[src/tps_pkg.sv]
// ============================================================================
// tps_pkg
// Shared types, codes and constants of the temperature profile sequencer.
// ============================================================================
package tps_pkg;

    localparam int MAX_STEPS_DEF   = 16;
    localparam int IDX_W           = 4;
    localparam int TEMP_W          = 12;
    localparam int TIME_W          = 16;
    localparam int COUNT_W         = 5;
    localparam int SAMPLE_W        = 12;
    localparam int HYST_W          = 12;
    localparam int SCALE_W         = 11;
    localparam int SCALE_FRAC      = 10;
    localparam int TDATA_IN_W      = 72;
    localparam int TDATA_OUT_W     = 24;
    localparam int CFG_INDEX_W     = 2;
    localparam int CFG_DATA_W      = 12;
    localparam logic [HYST_W-1:0]  HYST_RESET  = 12'd5;
    localparam logic [SCALE_W-1:0] SCALE_RESET = 11'd867;

    typedef enum logic [1:0] {
        CMD_LOAD  = 2'd0,
        CMD_START = 2'd1,
        CMD_POLL  = 2'd2,
        CMD_NONE  = 2'd3
    } cmd_t;

    typedef enum logic [1:0] {
        STATUS_STOPPED = 2'd0,
        STATUS_RUNNING = 2'd1,
        STATUS_REACHED = 2'd2
    } status_t;

    typedef enum logic [1:0] {
        BEEP_NONE    = 2'd0,
        BEEP_START   = 2'd1,
        BEEP_REACHED = 2'd2,
        BEEP_STOP    = 2'd3
    } beep_t;

    typedef enum logic [CFG_INDEX_W-1:0] {
        CFG_HYSTERESIS   = 2'd0,
        CFG_SENSOR_SCALE = 2'd1,
        CFG_UNUSED2      = 2'd2,
        CFG_UNUSED3      = 2'd3
    } cfg_index_t;

    typedef struct packed {
        cmd_t                command;
        logic [IDX_W-1:0]    entry_index;
        logic [TEMP_W-1:0]   entry_temperature;
        logic [TIME_W-1:0]   entry_time;
        logic [COUNT_W-1:0]  step_count;
        logic [SAMPLE_W-1:0] sensor_sample;
        logic [TIME_W-1:0]   timer_remaining;
    } item_t;

    typedef struct packed {
        logic                script_running;
        logic                heater_on;
        status_t             cook_status;
        logic                timer_load_valid;
        logic [TIME_W-1:0]   timer_load_value;
        beep_t               beep_event;
    } result_t;

    typedef struct packed {
        logic                en;
        logic [TEMP_W-1:0]   temperature;
        logic [TIME_W-1:0]   hold_time;
    } tbl_wr_t;

endpackage

[src/tps_table.sv]
// ============================================================================
// tps_table
// Stage table: one write port, one read port with registered read data.
// Forward a write that hits the address being fetched.
// ============================================================================
module tps_table #(
    parameter int MAX_STEPS = tps_pkg::MAX_STEPS_DEF,
    parameter int AW        = (MAX_STEPS > 1) ? $clog2(MAX_STEPS) : 1
) (
    input  logic                         clk,
    input  tps_pkg::tbl_wr_t             wr,
    input  logic [AW-1:0]                wr_addr,
    input  logic [AW-1:0]                rd_addr,
    output logic [tps_pkg::TEMP_W-1:0]   rd_temperature,
    output logic [tps_pkg::TIME_W-1:0]   rd_time
);

    logic [tps_pkg::TEMP_W-1:0] temp_mem [MAX_STEPS];
    logic [tps_pkg::TIME_W-1:0] time_mem [MAX_STEPS];
    logic [tps_pkg::TEMP_W-1:0] rd_temp_reg;
    logic [tps_pkg::TIME_W-1:0] rd_time_reg;

    always_ff @(posedge clk)
    begin
        if (wr.en)
        begin
            temp_mem[wr_addr] <= wr.temperature;
            time_mem[wr_addr] <= wr.hold_time;
        end
    end

    always_ff @(posedge clk)
    begin
        if (wr.en && (wr_addr == rd_addr))
        begin
            rd_temp_reg <= wr.temperature;
            rd_time_reg <= wr.hold_time;
        end
        else
        begin
            rd_temp_reg <= temp_mem[rd_addr];
            rd_time_reg <= time_mem[rd_addr];
        end
    end

    assign rd_temperature = rd_temp_reg;
    assign rd_time        = rd_time_reg;

endmodule

[src/tps_ctrl.sv]
// ============================================================================
// tps_ctrl
// Sequencer state and the single-pass decision logic for one request:
// start, stage arming, timer reloads, thermostat and stage advance.
// ============================================================================
module tps_ctrl #(
    parameter int MAX_STEPS = tps_pkg::MAX_STEPS_DEF,
    parameter int AW        = (MAX_STEPS > 1) ? $clog2(MAX_STEPS) : 1
) (
    input  logic                          clk,
    input  logic                          rst_n,
    input  logic                          fire,
    input  tps_pkg::item_t                item,
    input  logic [tps_pkg::TEMP_W-1:0]    stage_temperature,
    input  logic [tps_pkg::TIME_W-1:0]    stage_time,
    input  logic [tps_pkg::HYST_W-1:0]    hysteresis,
    input  logic [tps_pkg::SCALE_W-1:0]   sensor_scale,
    output logic [AW-1:0]                 fetch_addr,
    output tps_pkg::result_t              result
);

    localparam int PROD_W = tps_pkg::SAMPLE_W + tps_pkg::SCALE_W;
    localparam int DEG_W  = PROD_W - tps_pkg::SCALE_FRAC;
    localparam int DIFF_W = DEG_W + 1;

    logic [tps_pkg::COUNT_W-1:0] stages_left_reg, stages_left_next;
    logic [tps_pkg::COUNT_W-1:0] stages_total_reg, stages_total_next;
    logic                        running_reg, running_next;
    logic                        armed_reg, armed_next;
    logic                        seen_reg, seen_next;
    logic                        announced_reg, announced_next;
    logic                        heater_reg, heater_next;
    tps_pkg::status_t            status_reg, status_next;

    logic [PROD_W-1:0]           product;
    logic [DEG_W-1:0]            degrees;
    logic signed [DIFF_W-1:0]    shortfall;
    logic                        want_on;
    logic                        at_target;
    logic [tps_pkg::COUNT_W-1:0] count_clamped;
    logic [tps_pkg::COUNT_W-1:0] fetch_dec;
    logic [tps_pkg::TIME_W-1:0]  remaining;
    logic                        load_valid;
    logic [tps_pkg::TIME_W-1:0]  load_value;
    tps_pkg::beep_t              beep;

    assign product   = PROD_W'(item.sensor_sample) * PROD_W'(sensor_scale);
    assign degrees   = product[PROD_W-1:tps_pkg::SCALE_FRAC];
    assign shortfall = $signed(DIFF_W'(stage_temperature)) - $signed(DIFF_W'(degrees));
    assign want_on   = shortfall > $signed(DIFF_W'(hysteresis));
    assign at_target = DEG_W'(stage_temperature) <= degrees;

    always_comb
    begin
        if (item.step_count == '0)
            count_clamped = tps_pkg::COUNT_W'(1);
        else if (int'(item.step_count) > MAX_STEPS)
            count_clamped = tps_pkg::COUNT_W'(MAX_STEPS);
        else
            count_clamped = item.step_count;
    end

    always_comb
    begin
        stages_left_next  = stages_left_reg;
        stages_total_next = stages_total_reg;
        running_next      = running_reg;
        armed_next        = armed_reg;
        seen_next         = seen_reg;
        announced_next    = announced_reg;
        heater_next       = heater_reg;
        status_next       = status_reg;
        load_valid        = 1'b0;
        load_value        = '0;
        beep              = tps_pkg::BEEP_NONE;
        remaining         = item.timer_remaining;

        if (fire)
        begin
            unique case (item.command)
                tps_pkg::CMD_LOAD, tps_pkg::CMD_NONE:
                begin
                end
                tps_pkg::CMD_START:
                begin
                    stages_left_next  = count_clamped;
                    stages_total_next = count_clamped;
                    running_next      = 1'b1;
                    seen_next         = 1'b0;
                    announced_next    = 1'b0;
                    status_next       = tps_pkg::STATUS_RUNNING;
                    beep              = tps_pkg::BEEP_START;
                end
                tps_pkg::CMD_POLL:
                begin
                    if (running_reg && !armed_reg)
                    begin
                        load_valid = 1'b1;
                        load_value = stage_time;
                        armed_next = 1'b1;
                    end
                    else if (running_reg)
                    begin
                        if ((stages_left_reg == stages_total_reg) && !seen_reg)
                        begin
                            load_valid = 1'b1;
                            load_value = stage_time;
                            remaining  = stage_time;
                        end
                        if (remaining != '0)
                        begin
                            if (stage_temperature == '0)
                                heater_next = 1'b0;
                            else if (want_on)
                                heater_next = 1'b1;
                            else if (at_target)
                            begin
                                heater_next = 1'b0;
                                seen_next   = 1'b1;
                                if (!announced_reg)
                                begin
                                    beep           = tps_pkg::BEEP_REACHED;
                                    status_next    = tps_pkg::STATUS_REACHED;
                                    announced_next = 1'b1;
                                end
                            end
                        end
                        else
                        begin
                            heater_next = 1'b0;
                            armed_next  = 1'b0;
                            if (stages_left_reg > tps_pkg::COUNT_W'(1))
                                stages_left_next = stages_left_reg - tps_pkg::COUNT_W'(1);
                            else
                            begin
                                running_next = 1'b0;
                                status_next  = tps_pkg::STATUS_STOPPED;
                                beep         = tps_pkg::BEEP_STOP;
                            end
                        end
                    end
                end
                default:
                begin
                end
            endcase
        end
    end

    always_comb
    begin
        fetch_dec = (stages_left_next == '0) ? '0
                                             : stages_left_next - tps_pkg::COUNT_W'(1);
        if (int'(fetch_dec) >= MAX_STEPS)
            fetch_addr = AW'(MAX_STEPS - 1);
        else
            fetch_addr = AW'(fetch_dec);
    end

    always_comb
    begin
        result.script_running   = running_next;
        result.heater_on        = heater_next;
        result.cook_status      = status_next;
        result.timer_load_valid = load_valid;
        result.timer_load_value = load_value;
        result.beep_event       = beep;
    end

    always_ff @(posedge clk or negedge rst_n)
    begin
        if (!rst_n)
        begin
            stages_left_reg  <= '0;
            stages_total_reg <= '0;
            running_reg      <= 1'b0;
            armed_reg        <= 1'b0;
            seen_reg         <= 1'b0;
            announced_reg    <= 1'b0;
            heater_reg       <= 1'b0;
            status_reg       <= tps_pkg::STATUS_STOPPED;
        end
        else
        begin
            stages_left_reg  <= stages_left_next;
            stages_total_reg <= stages_total_next;
            running_reg      <= running_next;
            armed_reg        <= armed_next;
            seen_reg         <= seen_next;
            announced_reg    <= announced_next;
            heater_reg       <= heater_next;
            status_reg       <= status_next;
        end
    end

    a_status_tracks_running: assert property (@(posedge clk) disable iff (!rst_n)
        running_reg == (status_reg != tps_pkg::STATUS_STOPPED))
        else $error("status and running flag disagree");

    a_stage_count_sane: assert property (@(posedge clk) disable iff (!rst_n)
        running_reg |-> (stages_left_reg != '0) && (stages_left_reg <= stages_total_reg))
        else $error("stage count out of range while running");

    a_announce_implies_seen: assert property (@(posedge clk) disable iff (!rst_n)
        announced_reg |-> seen_reg)
        else $error("target announced without being seen");

    a_heater_off_when_ended: assert property (@(posedge clk) disable iff (!rst_n)
        !running_reg |-> !heater_reg)
        else $error("heater on after profile ended");

endmodule

[src/temperature_profile_sequencer.sv]
// ============================================================================
// temperature_profile_sequencer
// Top level: stream channels, configuration registers, request and result
// registers around the stage table and the sequencer logic.
// ============================================================================
// Usage:
//   s_axis carries requests: s_tuser is the command (load, start, poll),
//   s_tdata the entry, step count, sensor sample and timer count.
//   m_axis returns exactly one result per request, in order. The cfg channel
//   writes hysteresis (index 0) and sensor_scale (index 1); the user must
//   do so only with no request in flight (unchecked); cfg_ready is always high.
// Timing:
//   A request is taken into an input register, decided combinationally
//   and its result is registered into the output register behind m_axis.
//   One request per cycle is sustained while m_tready stays high; the stage
//   table read is prefetched for the next stage through a registered read
//   port, so a poll right after a start or a load sees the updated entry.
// Reset and stall:
//   rst_n clears the profile state (ended, heater off, status stopped) and
//   sets the registers to their defaults; the stage table is not cleared.
//   When m_tready is low the result holds, one more request is buffered and
//   then s_tready drops until the result is taken.
// ============================================================================
module temperature_profile_sequencer #(
    parameter int MAX_STEPS = tps_pkg::MAX_STEPS_DEF
) (
    input  logic                                clk,
    input  logic                                rst_n,
    input  logic                                s_tvalid,
    output logic                                s_tready,
    // entry_index[3:0], entry_temperature[15:4], entry_time[31:16],
    // step_count[36:32], sensor_sample[48:37], timer_remaining[64:49]
    input  logic [tps_pkg::TDATA_IN_W-1:0]      s_tdata,
    // command[1:0]
    input  logic [1:0]                          s_tuser,
    output logic                                m_tvalid,
    input  logic                                m_tready,
    // script_running[0], heater_on[1], cook_status[3:2], timer_load_valid[4],
    // timer_load_value[20:5], beep_event[22:21]
    output logic [tps_pkg::TDATA_OUT_W-1:0]     m_tdata,
    input  logic                                cfg_valid,
    output logic                                cfg_ready,
    input  logic [tps_pkg::CFG_INDEX_W-1:0]     cfg_index,
    input  logic [tps_pkg::CFG_DATA_W-1:0]      cfg_data
);

    localparam int AW = (MAX_STEPS > 1) ? $clog2(MAX_STEPS) : 1;

    logic                          in_valid_reg;
    tps_pkg::item_t                in_item_reg;
    logic                          out_valid_reg;
    tps_pkg::result_t              out_result_reg;
    logic [tps_pkg::HYST_W-1:0]    hyst_reg;
    logic [tps_pkg::SCALE_W-1:0]   scale_reg;

    tps_pkg::item_t                s_item;
    logic                          fire;
    tps_pkg::result_t              result;
    tps_pkg::tbl_wr_t              tbl_wr;
    logic [AW-1:0]                 tbl_wr_addr;
    logic [AW-1:0]                 fetch_addr;
    logic [tps_pkg::TEMP_W-1:0]    cur_temperature;
    logic [tps_pkg::TIME_W-1:0]    cur_time;

    always_comb
    begin
        s_item.command           = tps_pkg::cmd_t'(s_tuser);
        s_item.entry_index       = s_tdata[3:0];
        s_item.entry_temperature = s_tdata[15:4];
        s_item.entry_time        = s_tdata[31:16];
        s_item.step_count        = s_tdata[36:32];
        s_item.sensor_sample     = s_tdata[48:37];
        s_item.timer_remaining   = s_tdata[64:49];
    end

    assign fire      = in_valid_reg && (!out_valid_reg || m_tready);
    assign s_tready  = !in_valid_reg || fire;
    assign cfg_ready = 1'b1;

    always_ff @(posedge clk or negedge rst_n)
    begin
        if (!rst_n)
            in_valid_reg <= 1'b0;
        else if (s_tready)
            in_valid_reg <= s_tvalid;
    end

    always_ff @(posedge clk)
    begin
        if (s_tready && s_tvalid)
            in_item_reg <= s_item;
    end

    always_ff @(posedge clk or negedge rst_n)
    begin
        if (!rst_n)
            out_valid_reg <= 1'b0;
        else if (fire)
            out_valid_reg <= 1'b1;
        else if (m_tready)
            out_valid_reg <= 1'b0;
    end

    always_ff @(posedge clk)
    begin
        if (fire)
            out_result_reg <= result;
    end

    always_ff @(posedge clk or negedge rst_n)
    begin
        if (!rst_n)
        begin
            hyst_reg  <= tps_pkg::HYST_RESET;
            scale_reg <= tps_pkg::SCALE_RESET;
        end
        else if (cfg_valid)
        begin
            unique case (tps_pkg::cfg_index_t'(cfg_index))
                tps_pkg::CFG_HYSTERESIS:   hyst_reg  <= cfg_data[tps_pkg::HYST_W-1:0];
                tps_pkg::CFG_SENSOR_SCALE: scale_reg <= cfg_data[tps_pkg::SCALE_W-1:0];
                default:
                begin
                end
            endcase
        end
    end

    always_comb
    begin
        tbl_wr.en          = fire && (in_item_reg.command == tps_pkg::CMD_LOAD)
                             && (int'(in_item_reg.entry_index) < MAX_STEPS);
        tbl_wr.temperature = in_item_reg.entry_temperature;
        tbl_wr.hold_time   = in_item_reg.entry_time;
        tbl_wr_addr        = AW'(in_item_reg.entry_index);
    end

    tps_table #(
        .MAX_STEPS (MAX_STEPS),
        .AW        (AW)
    ) u_table (
        .clk            (clk),
        .wr             (tbl_wr),
        .wr_addr        (tbl_wr_addr),
        .rd_addr        (fetch_addr),
        .rd_temperature (cur_temperature),
        .rd_time        (cur_time)
    );

    tps_ctrl #(
        .MAX_STEPS (MAX_STEPS),
        .AW        (AW)
    ) u_ctrl (
        .clk               (clk),
        .rst_n             (rst_n),
        .fire              (fire),
        .item              (in_item_reg),
        .stage_temperature (cur_temperature),
        .stage_time        (cur_time),
        .hysteresis        (hyst_reg),
        .sensor_scale      (scale_reg),
        .fetch_addr        (fetch_addr),
        .result            (result)
    );

    assign m_tvalid = out_valid_reg;
    assign m_tdata  = {1'b0,
                       out_result_reg.beep_event,
                       out_result_reg.timer_load_value,
                       out_result_reg.timer_load_valid,
                       out_result_reg.cook_status,
                       out_result_reg.heater_on,
                       out_result_reg.script_running};

endmodule
[config.mk]
export PLATFORM = sky130hd
export DESIGN_NAME = temperature_profile_sequencer
export DESIGN_NICKNAME = d
export VERILOG_FILES = /design/src/tps_pkg.sv /design/src/tps_table.sv /design/src/tps_ctrl.sv /design/src/temperature_profile_sequencer.sv
export SDC_FILE = /design/constraint.sdc
export NUM_CORES = 1
export LEC_CHECK = 0
export BUFFER_PORTS_ARGS = -buffer_cell sky130_fd_sc_hd__clkbuf_2
export CAP_MARGIN = 20
export CORE_ASPECT_RATIO = 1.75
export CORE_MARGIN = 2
export CORE_UTILIZATION = 48
export DETAILED_ROUTE_END_ITERATION = 7
export PLACE_DENSITY = 0.66
export SETUP_SLACK_MARGIN = 0.5
export SYNTH_ARGS = -nofsm -noshare
export SYNTH_HDL_FRONTEND = slang
export SYNTH_SLANG_ARGS = --single-unit
[constraint.sdc]
create_clock -name clk -period 7.9 [get_ports clk]
set_clock_uncertainty 0.1 [all_clocks]
set_input_delay 0.79 -clock clk [delete_from_list [all_inputs] [get_ports clk]]
set_output_delay 0.79 -clock clk [all_outputs]
set_load 0.1 [all_outputs]
==> results of run 1 <==
-- timing repair --
item | CTS | global route
setup buffers | 12 | 9
pin swaps | 25 | 18
endpoints found under the setup margin | 8 | 8
resized for setup | 37 | 40
hold endpoints to repair | 0 | 0
-- through the flow --
step	utilization	hold WS [ns]	cell area [sq um]	TNS (ns)	setup WS, ns
floorplan	-	0.363	27400	0	0.505
global placement	0.522	0.376	29400	-0.541	-0.166
detailed placement	0.522	0.394	29400	-1.25	-0.307
CTS	0.556	0.139	31300	-0.484	-0.175
global route	0.560	0.184	31500	-2.42	-0.445
finish	0.560	0.147	31500	-0.217	-0.126
-- synthesized netlist by cell type, types with 8 or more instances --
cell type,instances,area share
nand2b_1,13,0.0030
a211oi_1,13,0.0036
and2_1,96,0.022
dfstp_2,8,0.0077
a21oi_1,45,0.0082
nand2_1,93,0.013
a22oi_1,13,0.0036
mux2i_1,18,0.0066
nand4_1,8,0.0018
clkbuf_1,40,0.0055
edfxtp_1,538,0.59
nor3_1,20,0.0037
dfrtp_1,33,0.030
a21o_1,17,0.0047
nor4_1,15,0.0034
mux4_2,109,0.090
nand3_1,14,0.0026
xor2_1,14,0.0045
fa_1,89,0.065
o21ai_0,27,0.0049
buf_2,10,0.0018
ha_1,88,0.040
nor2b_1,21,0.0048
mux2_2,14,0.0058
nor2_1,42,0.0058
xnor2_1,15,0.0048
inv_1,130,0.018
-- worst max-delay path: cells and delay by family, from the launching register on --
kind	cells	cell delay (ns)
and+or+nand+nor	6	0.56
xor gates and xnor gates	2	0.36
DFF	1	0.41
AOI/OAI and AO/OA	15	2.66
adders and majority gates	8	3.42
buffers and inverters	5	0.40
-- cells by family (layout without fill, tap and decap cells) --
| kind of cell | after synthesis | count (layout) | share of synthesized area |
|---|---|---|---|
| other | 2 | 2 | 0.000274 |
| xor gates and xnor gates | 29 | 29 | 0.00928 |
| buffers and inverters | 202 | 453 | 0.0329 |
| DFF | 583 | 583 | 0.631 |
| and+or+nand+nor | 353 | 353 | 0.0691 |
| AOI/OAI and AO/OA | 176 | 176 | 0.0422 |
| adders and majority gates | 179 | 179 | 0.106 |
| muxes | 149 | 149 | 0.109 |
-- layer usage --
metal  track usage  vias to the layer above
met5             0                        -
met4         0.111                        0
met3        0.0297                      163
met2         0.405                      423
met1         0.240                     7858
li1              -                     6705
-- area by class of cell --
| type | instances | area (sq um) | share of cell area |
|---|---|---|---|
| clock buffers | 58 | 1320 | 0.0420 |
| clock inverters | 35 | 319 | 0.0101 |
| inverters | 133 | 499 | 0.0159 |
| multi-input cells | 888 | 9610 | 0.305 |
| flip-flops and latches | 583 | 17300 | 0.549 |
| well taps | 760 | 951 | 0.0302 |
| repair buffers | 227 | 1510 | 0.0478 |
-- how the worst max path moves through the flow --
| stage | startpoint | endpoint | cells after the start |
|---|---|---|---|
| floorplan | scale_reg[4] | m_tdata[3] | 38 |
| global placement | in_item_reg[22] | m_tdata[3] | 37 |
| detailed placement | in_item_reg[21] | m_tdata[3] | 37 |
| CTS | in_item_reg[24] | m_tdata[3] | 32 |
| global route | in_item_reg[23] | m_tdata[3] | 36 |
| finish | in_item_reg[23] | m_tdata[3] | 36 |
==> results.json, run 1 <==
{
  "synth.avg_cell_area_sq_um": 16.4,
  "ctsHoldBuffers": 0,
  "first_pass_iters": 5,
  "worst_slack_ns": -0.126,
  "clkLatencyLatePin_ns": 0.63,
  "fin_crit_ns": 8.03,
  "die_h_um": 320,
  "status": "finished, violations left",
  "start_util": 0.487,
  "core_sq_um": 56300,
  "largest_register_ffs": 256,
  "tritoncts": "built",
  "gp_congestion": 0.865,
  "violations": "negative setup slack",
  "grt_pass1_wl_mm": 94.6,
  "crit_arrival_ns": 8.41,
  "drive_gt1_frac": 0.273,
  "wl_met2_mm": 34.2,
  "io_pins": 120,
  "fillers": 4346,
  "dp.cells": 2570,
  "overflow": 0,
  "cp_max_fo": 3,
  "hold_class": "input port to asynchronous set/reset pin",
  "via_count": 15100,
  "highest_layer": "met4",
  "routedLengthMet1_mm": 22.3,
  "diodes": 0,
  "port_buffers": 110,
  "worst_setup_path_end_kind": "flop",
  "cp_common_cell": "fa_1",
  "die_width_um": 185,
  "synth-edff-count": 538,
  "max_cap_violations": 0,
  "drc": 0,
  "hold_viol": 0,
  "ant_nets": 0,
  "avgRoutedWirePerCell_um": 23.2,
  "grt_use_total": 0.218,
  "ys_warn_count": 0,
  "crit-reg2reg-launch": "in_item_reg[23]",
  "fin_cells": 2684,
  "drt-initial-drc-count": 917,
  "cts_buffers": 52,
  "tightestPinTransition_ns": 0.863,
  "synth-seq-area-share": 0.631,
  "critical_path.max_stage_delay_ns": 0.57,
  "vias_per_cell": 5.64,
  "clkTransAtPathRegs_ns": 0.06,
  "clock-sinks": 583,
  "layout_common_cells": "edfxtp_1, inv_1, clkbuf_2",
  "synth_flop_cell": "edfxtp_1",
  "dieArea_sq_um": 59000,
  "cts_max_path_buffers": 3,
  "clockRootBuffer": "clkbuf_16",
  "ff2ff_path_depth": 36,
  "r2r_end": "m_tdata[3]",
  "areaGrowthSynthToFinish_pct": 15.0,
  "antenna_found_initial": 0,
  "dp_hpwl_mm": 41.3,
  "wl_met3_mm": 2.57,
  "rsz0062_at_grt": "true",
  "rows": 115,
  "cp_slowest_cell": "fa_1",
  "syn_inst": 1673,
  "critPathRequiredTime_ns": 8.29,
  "mostFrequentLayoutCell": "edfxtp_1",
  "htreeDepth": 2,
  "grt_max_degree": 51,
  "crit_type": "flop to flop",
  "synth_cell_types": 79,
  "max_slew_margin": 0.420,
  "fin_crit_sh": 1.02,
  "drv_slew": 0,
  "grt_pass1_vias": 16300,
  "nets": 2155,
  "async_flop_share": 0.0703,
  "max_clock_freq_mhz": 125,
  "reg2reg_setup_slack_ns": -0.13,
  "synth.cell_area_sq_um": 27400,
  "finalSetupViolCount": 4,
  "startpoint_type": "flop",
  "synth_nets": 1943,
  "ys_ff_latch": 583,
  "finalWirelength_mm": 62.4
}
Power of run 1 is left out: the tool's default activity adds up to more than one toggle a clock period on the data nets, which glitch-free logic cannot reach.
==> inputs of run 2 (changes only) <==
--- a/config.mk
+++ b/config.mk
@@ -5,13 +5,13 @@
 export SDC_FILE = /design/constraint.sdc
 export NUM_CORES = 1
 export LEC_CHECK = 0
-export BUFFER_PORTS_ARGS = -buffer_cell sky130_fd_sc_hd__clkbuf_2
+export BUFFER_PORTS_ARGS = -buffer_cell sky130_fd_sc_hd__buf_2
 export CAP_MARGIN = 20
 export CORE_ASPECT_RATIO = 1.75
 export CORE_MARGIN = 2
-export CORE_UTILIZATION = 48
+export CORE_UTILIZATION = 55
 export DETAILED_ROUTE_END_ITERATION = 7
-export PLACE_DENSITY = 0.66
+export PLACE_DENSITY = 0.74
 export SETUP_SLACK_MARGIN = 0.5
 export SYNTH_ARGS = -nofsm -noshare
 export SYNTH_HDL_FRONTEND = slang
==> results.json, run 2 (same netlist as run 1, synthesis figures left out) <==
{
  "status": "finished, violations left",
  "violations": "negative setup slack",
  "max_cap_violations": 0,
  "cts_max_path_buffers": 3,
  "clkLatencyLatePin_ns": 0.59,
  "first_pass_iters": 5,
  "clkTransAtPathRegs_ns": 0.07,
  "routedLengthMet1_mm": 21.2,
  "crit_type": "flop to flop",
  "overflow": 0,
  "grt_pass1_wl_mm": 94.7,
  "wl_met2_mm": 34.1,
  "io_pins": 120,
  "drc": 0,
  "hold_viol": 0,
  "fin_crit_sh": 1.03,
  "cts_buffers": 51,
  "worst_slack_ns": -0.215,
  "cp_common_cell": "fa_1",
  "nets": 2135,
  "finalSetupViolCount": 7,
  "dieArea_sq_um": 51600,
  "layout_common_cells": "edfxtp_1, inv_1, buf_2",
  "worst_setup_path_end_kind": "flop",
  "cp_slowest_cell": "fa_1",
  "start_util": 0.555,
  "die_width_um": 173,
  "ant_nets": 0,
  "max_slew_margin": 0.291,
  "via_count": 15300,
  "wl_met3_mm": 3.59,
  "grt_use_total": 0.244,
  "mostFrequentLayoutCell": "edfxtp_1",
  "tightestPinTransition_ns": 1.05,
  "hold_class": "input port to flop",
  "vias_per_cell": 5.97,
  "clockRootBuffer": "clkbuf_16",
  "crit_arrival_ns": 8.46,
  "diodes": 0,
  "startpoint_type": "flop",
  "core_sq_um": 49300,
  "antenna_found_initial": 0,
  "grt_pass1_vias": 16400,
  "whs_ns": 0.272,
  "tritoncts": "built",
  "highest_layer": "met4",
  "fin_crit_ns": 8.12,
  "cp_max_fo": 3,
  "max_clock_freq_mhz": 123,
  "drt-initial-drc-count": 1093,
  "finalWirelength_mm": 61.9,
  "avgRoutedWirePerCell_um": 24.1,
  "gp_congestion": 0.864,
  "dp_hpwl_mm": 40.0,
  "rows": 108,
  "critical_path.max_stage_delay_ns": 0.57,
  "grt_max_degree": 60,
  "htreeDepth": 2,
  "critPathRequiredTime_ns": 8.25,
  "drv_slew": 0,
  "largest_register_ffs": 256,
  "areaGrowthSynthToFinish_pct": 14.5,
  "port_buffers": 110,
  "rsz0062_at_grt": "true",
  "final_util": 0.636,
  "die_h_um": 299,
  "clock-sinks": 583,
  "drive_gt1_frac": 0.262
}
## run 2: cell types whose count changed in the layout (fill, tap and decap cells not counted), sizes merged
cell / delta
buf: +90
bufinv: +9
clkbuf: -116
clkinv: -4
clkinvlp: +1
dlygate4sd3: +1
inv: +1
## run 2: final timing paths
kind	startpoint	endpoint	slack (ns)	cells after the start
min in group asynchronous	rst_n	u_ctrl.status_reg[1]	0.47	2
worst min-delay path	s_tdata[26]	in_item_reg[43]	0.27	1
worst max register to register	in_item_reg[23]	m_tdata[3]	-0.22	36
worst min register to register	u_ctrl.stages_total_reg[0]	u_ctrl.stages_total_reg[0]	0.41	2
worst max-delay path	in_item_reg[23]	m_tdata[3]	-0.22	36
max in group asynchronous	rst_n	scale_reg[1]	6.70	3
## run 2: timing repair
action	4_1_cts	5_1_grt
pin swaps	24	18
setup buffers	11	1
resized for setup	25	9
endpoints found under the setup margin	8	8
hold buffers	0	1
hold endpoints to repair	0	5
## run 2: metrics by stage
stage / setup slack (ns) / setup TNS (ns) / instance area [sq um] / instances
2_1_floorplan: 0.505 / 0 / 27400 / 1673
3_3_place_gp: -0.221 / -0.874 / 29200 / 2458
3_5_place_dp: -0.386 / -1.96 / 29200 / 2458
4_1_cts: -0.246 / -1.09 / 31300 / 2563
5_1_grt: -0.591 / -3.85 / 31400 / 2566
6_report: -0.215 / -0.954 / 31400 / 2566
## run 2: final cells by class
class                      count  area (sq um)
fill                        3479         18000
sequential                   583         17300
multi-input combinational    888          9500
timing repair buffer         208          1320
clock buffer                  52          1280
tap                          660           826
clock inverter                42           646
inverter                     133           499
## run 2: worst max-delay path, delay by kind of cell (launching register included)
family	cells	cell delay (ns)
xor gates and xnor gates	2	0.36
DFF	1	0.50
AOI/OAI and AO/OA	16	2.64
and+or+nand+nor	6	0.63
adders and majority gates	8	3.44
buffers and inverters	4	0.28
## run 2: metal layers
| layer | track usage | vias up |
|---|---|---|
| met5 | 0 | - |
| met4 | 0.113 | 0 |
| met3 | 0.0351 | 176 |
| met2 | 0.456 | 598 |
| met1 | 0.274 | 7868 |
| li1 | - | 6667 |
Power of run 2 is left out for the same reason.
